[src/rtl/bgcm_pkg.sv]
// ----------------------------------------------------------------------------
// Bounded greedy change maker package
// Widths shared by the channel interfaces and the datapath.
// ----------------------------------------------------------------------------
package bgcm_pkg;

    // Width of the amount still to pay.
    localparam int AMOUNT_BITS = 24;
    // Width of a note count.
    localparam int COUNT_BITS  = 16;
    // Width of a face value.
    localparam int VALUE_BITS  = 16;
    // Width of the product of a count and a face value.
    localparam int PROD_BITS   = COUNT_BITS + VALUE_BITS;
    // Width of the step counter of the divider.
    localparam int STEP_BITS   = $clog2(AMOUNT_BITS + 1);

    typedef logic [AMOUNT_BITS-1:0] amount_t;
    typedef logic [COUNT_BITS-1:0]  count_t;
    typedef logic [VALUE_BITS-1:0]  value_t;
    typedef logic [PROD_BITS-1:0]   prod_t;
    typedef logic [STEP_BITS-1:0]   step_t;

endpackage

[src/rtl/bgcm_if.sv]
// ----------------------------------------------------------------------------
// Bounded greedy change maker channels
// Valid/ready channels for denomination items and for result items.
// ----------------------------------------------------------------------------
interface bgcm_in_if;

    logic               valid;
    logic               ready;
    bgcm_pkg::value_t   denom_value;
    bgcm_pkg::count_t   denom_stock;
    logic               first_denom;
    bgcm_pkg::amount_t  amount_request;
    logic               last_denom;

    modport source
    (
        output valid,
        output denom_value,
        output denom_stock,
        output first_denom,
        output amount_request,
        output last_denom,
        input  ready
    );

    modport sink
    (
        input  valid,
        input  denom_value,
        input  denom_stock,
        input  first_denom,
        input  amount_request,
        input  last_denom,
        output ready
    );

endinterface

interface bgcm_out_if;

    logic              valid;
    logic              ready;
    bgcm_pkg::count_t  notes_given;
    logic              request_done;
    logic              paid_in_full;

    modport source
    (
        output valid,
        output notes_given,
        output request_done,
        output paid_in_full,
        input  ready
    );

    modport sink
    (
        input  valid,
        input  notes_given,
        input  request_done,
        input  paid_in_full,
        output ready
    );

endinterface

[src/rtl/bounded_greedy_change_maker.sv]
// ----------------------------------------------------------------------------
// Bounded greedy change maker
// Pays out an amount denomination by denomination with a limited stock of
// notes, using one shared restoring divider and one multiplier.
// ----------------------------------------------------------------------------
//
//  channel | dir | carries
//  --------+-----+-----------------------------------------------------------
//  din     | in  | face value, stock, first/last marks, amount to pay
//  dout    | out | notes to dispense, request done, paid in full
//
// A denomination with a nonzero face value takes S_DIV for the 24 divider
// steps, one quotient bit per cycle, then S_PICK, and S_MUL and S_SUB
// (multiply and subtract) when the stock does not cover the quotient, then
// S_FINISH to hand over the result. A zero face value goes straight to
// S_FINISH. Reset clears the remaining amount.
// The result waits in an output register; a stall on dout holds only the
// hand-over of the following result.
//
module bounded_greedy_change_maker
(
    input  logic            clk,
    input  logic            rst_n,
    bgcm_in_if.sink         din,
    bgcm_out_if.source      dout
);

    typedef enum logic [2:0]
    {
        S_IDLE,
        S_DIV,
        S_PICK,
        S_MUL,
        S_SUB,
        S_FINISH
    } state_t;

    state_t             state_reg, state_next;
    bgcm_pkg::amount_t  remaining_reg, remaining_next;
    bgcm_pkg::amount_t  quot_reg, quot_next;
    bgcm_pkg::value_t   part_reg, part_next;
    bgcm_pkg::value_t   value_reg, value_next;
    bgcm_pkg::count_t   stock_reg, stock_next;
    bgcm_pkg::count_t   notes_reg, notes_next;
    bgcm_pkg::prod_t    prod_reg, prod_next;
    bgcm_pkg::step_t    step_reg, step_next;
    logic               last_reg, last_next;

    logic               out_valid_reg, out_valid_next;
    bgcm_pkg::count_t   out_notes_reg, out_notes_next;
    logic               out_done_reg, out_done_next;
    logic               out_paid_reg, out_paid_next;

    logic [bgcm_pkg::VALUE_BITS:0] shifted;
    logic                          fits;
    logic                          accept;
    logic                          out_free;

    assign accept   = din.valid && din.ready;
    assign out_free = !out_valid_reg || dout.ready;

    assign din.ready         = (state_reg == S_IDLE);
    assign dout.valid        = out_valid_reg;
    assign dout.notes_given  = out_notes_reg;
    assign dout.request_done = out_done_reg;
    assign dout.paid_in_full = out_paid_reg;

    // One restoring division step: bring down the next dividend bit.
    assign shifted = {part_reg, quot_reg[bgcm_pkg::AMOUNT_BITS-1]};
    assign fits    = (shifted >= {1'b0, value_reg});

    always_comb
    begin
        state_next     = state_reg;
        remaining_next = remaining_reg;
        quot_next      = quot_reg;
        part_next      = part_reg;
        value_next     = value_reg;
        stock_next     = stock_reg;
        notes_next     = notes_reg;
        prod_next      = prod_reg;
        step_next      = step_reg;
        last_next      = last_reg;
        out_valid_next = out_valid_reg && !dout.ready;
        out_notes_next = out_notes_reg;
        out_done_next  = out_done_reg;
        out_paid_next  = out_paid_reg;

        unique case (state_reg)
            S_IDLE:
            begin
                if (accept)
                begin
                    value_next = din.denom_value;
                    stock_next = din.denom_stock;
                    last_next  = din.last_denom;
                    notes_next = '0;
                    part_next  = '0;
                    step_next  = '0;
                    if (din.first_denom)
                    begin
                        remaining_next = din.amount_request;
                        quot_next      = din.amount_request;
                    end
                    else
                    begin
                        quot_next = remaining_reg;
                    end
                    if (din.denom_value == '0)
                    begin
                        state_next = S_FINISH;
                    end
                    else
                    begin
                        state_next = S_DIV;
                    end
                end
            end

            S_DIV:
            begin
                if (fits)
                begin
                    part_next = bgcm_pkg::VALUE_BITS'(shifted - {1'b0, value_reg});
                end
                else
                begin
                    part_next = shifted[bgcm_pkg::VALUE_BITS-1:0];
                end
                quot_next = {quot_reg[bgcm_pkg::AMOUNT_BITS-2:0], fits};
                step_next = step_reg + 1'b1;
                if (step_reg == bgcm_pkg::STEP_BITS'(bgcm_pkg::AMOUNT_BITS - 1))
                begin
                    state_next = S_PICK;
                end
            end

            S_PICK:
            begin
                // When the stock covers the quotient, the remainder is the new amount.
                if (quot_reg <= bgcm_pkg::AMOUNT_BITS'(stock_reg))
                begin
                    notes_next     = bgcm_pkg::COUNT_BITS'(quot_reg);
                    remaining_next = bgcm_pkg::AMOUNT_BITS'(part_reg);
                    state_next     = S_FINISH;
                end
                else
                begin
                    notes_next = stock_reg;
                    state_next = S_MUL;
                end
            end

            S_MUL:
            begin
                prod_next  = bgcm_pkg::PROD_BITS'(stock_reg) * bgcm_pkg::PROD_BITS'(value_reg);
                state_next = S_SUB;
            end

            S_SUB:
            begin
                // The stock is short of the quotient here, so the product fits.
                remaining_next = remaining_reg - bgcm_pkg::AMOUNT_BITS'(prod_reg);
                state_next     = S_FINISH;
            end

            S_FINISH:
            begin
                if (out_free)
                begin
                    out_valid_next = 1'b1;
                    out_notes_next = notes_reg;
                    out_done_next  = last_reg;
                    out_paid_next  = last_reg && (remaining_reg == '0);
                    state_next     = S_IDLE;
                end
            end

            default:
            begin
                state_next = S_IDLE;
            end
        endcase
    end

    always_ff @(posedge clk or negedge rst_n)
    begin
        if (!rst_n)
        begin
            state_reg     <= S_IDLE;
            remaining_reg <= '0;
            quot_reg      <= '0;
            part_reg      <= '0;
            value_reg     <= '0;
            stock_reg     <= '0;
            notes_reg     <= '0;
            prod_reg      <= '0;
            step_reg      <= '0;
            last_reg      <= 1'b0;
            out_valid_reg <= 1'b0;
            out_notes_reg <= '0;
            out_done_reg  <= 1'b0;
            out_paid_reg  <= 1'b0;
        end
        else
        begin
            state_reg     <= state_next;
            remaining_reg <= remaining_next;
            quot_reg      <= quot_next;
            part_reg      <= part_next;
            value_reg     <= value_next;
            stock_reg     <= stock_next;
            notes_reg     <= notes_next;
            prod_reg      <= prod_next;
            step_reg      <= step_next;
            last_reg      <= last_next;
            out_valid_reg <= out_valid_next;
            out_notes_reg <= out_notes_next;
            out_done_reg  <= out_done_next;
            out_paid_reg  <= out_paid_next;
        end
    end

    // The partial remainder always stays below the divisor.
    a_part_below_value: assert property (@(posedge clk) disable iff (!rst_n)
        (state_reg == S_DIV) |-> (part_reg < value_reg))
        else $error("partial remainder reached the divisor");

    // The worth of a short stock never exceeds the amount still to pay.
    a_prod_fits: assert property (@(posedge clk) disable iff (!rst_n)
        (state_reg == S_SUB) |-> (prod_reg <= bgcm_pkg::PROD_BITS'(remaining_reg)))
        else $error("dispensed worth exceeds remaining amount");

    // Paid in full is only ever reported on the last result of a request.
    a_paid_on_last: assert property (@(posedge clk) disable iff (!rst_n)
        (dout.valid && dout.paid_in_full) |-> dout.request_done)
        else $error("paid in full flagged on a result that is not the last");

    // The FSM stays in S_FINISH while the output register is still full.
    a_no_accept_busy: assert property (@(posedge clk) disable iff (!rst_n)
        (state_reg == S_FINISH && !out_free) |=> (state_reg == S_FINISH))
        else $error("result lost while the output register was full");

endmodule

[src/flat_wrapper.sv]
// flat-port wrapper written by rule: the top's interface ports become plain ports
module bounded_greedy_change_maker_flat 
  (clk, rst_n, din_valid, din_denom_value, din_denom_stock, din_first_denom, din_amount_request, din_last_denom, din_ready, dout_valid, dout_notes_given, dout_request_done, dout_paid_in_full, dout_ready);
  bgcm_in_if din_i ();
  bgcm_out_if dout_i ();
  input  logic clk;
  input  logic rst_n;
  input wire logic [$bits(din_i.valid)-1:0] din_valid;
  input wire logic [$bits(din_i.denom_value)-1:0] din_denom_value;
  input wire logic [$bits(din_i.denom_stock)-1:0] din_denom_stock;
  input wire logic [$bits(din_i.first_denom)-1:0] din_first_denom;
  input wire logic [$bits(din_i.amount_request)-1:0] din_amount_request;
  input wire logic [$bits(din_i.last_denom)-1:0] din_last_denom;
  output wire logic [$bits(din_i.ready)-1:0] din_ready;
  output wire logic [$bits(dout_i.valid)-1:0] dout_valid;
  output wire logic [$bits(dout_i.notes_given)-1:0] dout_notes_given;
  output wire logic [$bits(dout_i.request_done)-1:0] dout_request_done;
  output wire logic [$bits(dout_i.paid_in_full)-1:0] dout_paid_in_full;
  input wire logic [$bits(dout_i.ready)-1:0] dout_ready;
  assign din_i.valid = din_valid;
  assign din_i.denom_value = din_denom_value;
  assign din_i.denom_stock = din_denom_stock;
  assign din_i.first_denom = din_first_denom;
  assign din_i.amount_request = din_amount_request;
  assign din_i.last_denom = din_last_denom;
  assign din_ready = din_i.ready;
  assign dout_valid = dout_i.valid;
  assign dout_notes_given = dout_i.notes_given;
  assign dout_request_done = dout_i.request_done;
  assign dout_paid_in_full = dout_i.paid_in_full;
  assign dout_i.ready = dout_ready;
  bounded_greedy_change_maker u_core (.clk(clk), .rst_n(rst_n), .din(din_i), .dout(dout_i));
endmodule
[config.mk]
export PLATFORM = sky130hd
export DESIGN_NAME = bounded_greedy_change_maker_flat
export DESIGN_NICKNAME = d
export VERILOG_FILES = /design/src/rtl/bgcm_pkg.sv /design/src/rtl/bgcm_if.sv /design/src/rtl/bounded_greedy_change_maker.sv /design/src/flat_wrapper.sv
export SDC_FILE = /design/constraint.sdc
export NUM_CORES = 1
export LEC_CHECK = 0
export BUFFER_PORTS_ARGS = -buffer_cell sky130_fd_sc_hd__buf_2
export CORE_AREA = 2 2 170 172
export CTS_CLUSTER_DIAMETER = 100
export DETAILED_ROUTE_END_ITERATION = 12
export DIE_AREA = 0 0 172 174
export HOLD_SLACK_MARGIN = 0.1
export PLACE_DENSITY = 0.73
export SLEW_MARGIN = 20
export SYNTH_ARGS = -nofsm -noshare
export SYNTH_HDL_FRONTEND = slang
export SYNTH_SLANG_ARGS = --single-unit
[constraint.sdc]
create_clock -name clk -period 6.7 [get_ports clk]
set_clock_uncertainty 0.15 [all_clocks]
set_input_delay 1.34 -clock clk [delete_from_list [all_inputs] [get_ports clk]]
set_output_delay 1.34 -clock clk [all_outputs]
set_load 0.005 [all_outputs]
==> results by group <==
Drt
  – Routed Antenna Nets: 0
  – Final WL: approximately 49000 um
  – DR iter-0 viols: about 1200
  – DR pass1 iterations: 5
  – DR vias: 13700
  – Residual DRC: 0
  – Drt wl/cell: about 21 um
  – Vias per cell: 5.89

Logic synthesis
  – Mapped Cells: approximately 1900
  – Avg Cell Area, Syn: about 9 um2
  – Post-synth top flop: dfrtp_1
  – Post-synth EDFFs: 0
  – Share of the yosys chip area belonging to registers: between 20 and 30%
  – Ys Warns: 0
  – Synth async-reset ratio: 100%
  – Mapped Nets: about 2200
  – Synth cell types: 74
  – Post-Syn Area: around 0.016 mm2
  – Count of state elements after synthesis: 164

Critical path
  – Worst Path Class, Setup: reg2reg
  – Crit end category: register
  – Crit-path slowest cell: fa_1
  – CP required: 6.93 ns
  – Worst Path Arrival: approximately 6.5 ns
  – Crit-path max cell delay: around 0.55 ns
  – Worst Path Max Fanout: 16
  – Critical path startpoint category: register
  – Most Frequent Cell on Critical Path: fa_1
  – Worst-path cell chain: inv_1 > nor2_1 > fa_1 > inv_1 > fa_1 > inv_1 > fa_1 > fa_1 > fa_1 > inv_1 > fa_1 > inv_1 > ha_1 > a21o_1 > a21o_1 > a21oi_1 > nand3b_1 > o21ai_0 > a31oi_1 > a41o_1 > xnor2_1 > o21ai_0

STA
  – RSZ-0062 raised after global routing: no
  – Max_slew headroom: a little under a third
  – Final TNS setup: 0 ns
  – Final Hold Violating Endpoints: 0
  – Min Tclk post-route: around 6.3 ns
  – Pins Over Slew Limit: 0
  – Final setup margin: 0.415 ns
  – Final hold slack: 0.329 ns
  – Max Freq: approximately 0.16 GHz
  – Slew at the pin closest to its max-slew limit: 1.04 ns
  – Period Utilization, post-route: a little over nine tenths
  – Endpoints failing setup: 0

Global route
  – Initial antenna violation count: 0
  – Largest net degree at the start of global routing: 95
  – First-pass GRT wire length: ~78000 um
  – Remaining Overflow, GRT: 0
  – Total GRT Usage: about a third
  – Vias in the first global route: ~14000

Place
  – Port-buffer cells: slightly above 80
  – Pre-CTS WS: 0.265 ns
  – GPL Wtd Cong: roughly 1.0
  – DP Wirelength: 38100 um
  – Placed Area: between 0.015 and 0.02 mm2

Clocking
  – Clk Latency, worst-skew pair: between 0.4 and 0.5 ns
  – Clk sinks: roughly 160
  – Max Root-Sink Buffers: 2
  – Num CTS Buffers: 17
  – Postcts setup bufs: 0
  – H-tree Lvls: 4
  – TritonCTS clock tree: built
  – Clock transition at path regs: around 0.090 ns
  – Hold_buf cts: 0
  – Root buffer cell: clkbuf_16

Floorplanning
  – Number of core rows: 62
  – Die Wd: 172 um
  – Die height: about 170 um
  – Core ar.: 0.0282 mm2
  – Initial Utilization: between 50 and 60%
  – DIE AREA: roughly 0.030 mm2
  – I/O pins: ~80

Cells and area
  – Area added between synthesis and finish: 9.35%
  – Diodes inserted: 0
  – NumNets Final: between 2000 and 2500
  – Design area: roughly 0.018 mm2
  – Filler Cell Count: about 2500
  – Share of post-route cells with drive strength above 1: 10.6%

Run
  – Maxcap violations: 0

Outcome
  – Status: complete, no violations

Worst hold path
  – Worst min-delay path class: reg2reg
-- per-layer routing --
metal / share of wire [%] / GRT usage [%]
met5: 0.11 / 1.34
met4: 5.7 / 16.2
met3: 10 / 10.5
met2: 44 / 52.4
met1: 40 / 45.1
-- cells in the mapped netlist, drive strengths merged (3+ instances only) --
cell type | number | area share (%)
a31oi | 9 | 0.34
nor3 | 16 | 0.52
nor4 | 13 | 0.59
a21o | 24 | 1.1
fa | 170 | 21
nand3b | 4 | 0.18
xor2 | 20 | 1.1
o31ai | 4 | 0.27
o21a | 6 | 0.28
and3 | 4 | 0.15
a21oi | 51 | 1.7
o21ai | 180 | 5.5
ha | 125 | 9.6
nand3 | 12 | 0.37
buf | 11 | 0.32
inv | 268 | 6.1
mux2i | 53 | 3.2
nor3b | 3 | 0.14
clkbuf | 69 | 1.6
nor2 | 157 | 3.6
nor2b | 9 | 0.34
dfrtp | 164 | 25
nand2 | 289 | 6.6
and2 | 22 | 0.85
o311a | 3 | 0.18
or3 | 5 | 0.19
a221oi | 16 | 0.89
clkinv | 15 | 0.34
o21bai | 9 | 0.41
nand4 | 12 | 0.46
o2111ai | 4 | 0.21
a32oi | 4 | 0.21
nand2b | 9 | 0.34
a211oi | 6 | 0.31
xnor2 | 48 | 2.6
mux2 | 26 | 1.8
-- path summary, 6_finish.rpt --
path                                            startpoint                                       to  slack, ns  cells past startpoint
min                        u_core.notes_reg[7]$_DFFE_PN0P_          u_core.notes_reg[7]$_DFFE_PN0P_       0.33                      2
max                        u_core.value_reg[4]$_DFFE_PN0P_          u_core.prod_reg[23]$_DFFE_PN0N_       0.41                     22
min in group asynchronous                            rst_n  u_core.dout.notes_given[14]$_DFFE_PN0P_       0.82                      1
max in group asynchronous                            rst_n          u_core.part_reg[13]$_DFFE_PN0P_       4.49                      2
min reg2reg                u_core.notes_reg[7]$_DFFE_PN0P_          u_core.notes_reg[7]$_DFFE_PN0P_       0.33                      2
max reg2reg                u_core.value_reg[4]$_DFFE_PN0P_          u_core.prod_reg[23]$_DFFE_PN0N_       0.41                     22
-- logic make-up after synthesis --
group | synth area share (%)
and+or+nand+nor | 14.9
buffers and inverters | 8.39
AOI/OAI and AO/OA | 12.6
adders and majority gates | 30.3
DFF | 25.1
muxes | 5.03
xor gates and xnor gates | 3.64
-- metrics by stage --
step	instances	util, %
after floorplan	1872	-
final	2333	63.4
after detailed placement	2301	61.3
after CTS	2333	63.4
after global placement	2301	61.3
after global routing	2333	63.4
-- layout make-up --
type | instances | area, um2 | area share (%)
Sequential cell | 164 | 4110 | 22.9
Tap cell | 384 | 480 | 2.68
Inverter | 283 | 1070 | 5.96
Clock inverter | 15 | 168 | 0.937
Clock buffer | 17 | 425 | 2.38
Timing Repair Buffer | 125 | 742 | 4.15
Multi-Input combinational cell | 1345 | 10900 | 61.0
-- critical path: cells and delay by family, from the launching register on --
family / cells / cell delay (ns)
compound gates: 7 / 1.31
xor+xnor: 1 / 0.12
fa+ha+maj: 7 / 3.36
buf+inv: 5 / 0.63
flops: 1 / 0.39
simple gates: 2 / 0.26
-- placed cells by master (no fill, tap or decap), drive strengths merged, types with 51 or more instances in the layout --
cell   count
ha       125
o21ai    180
fa       170
nor2     157
buf      125
inv      273
mux2i     53
nand2    289
dfrtp    164
a21oi     51
-- what timing repair did --
item	CTS	global route
hold endpoints to repair	0	0
resized for setup	0	2
setup endpoints to repair	0	2
Power is not shown: default switching activity piles up to over one toggle a cycle in this logic, so the estimate is an artifact.
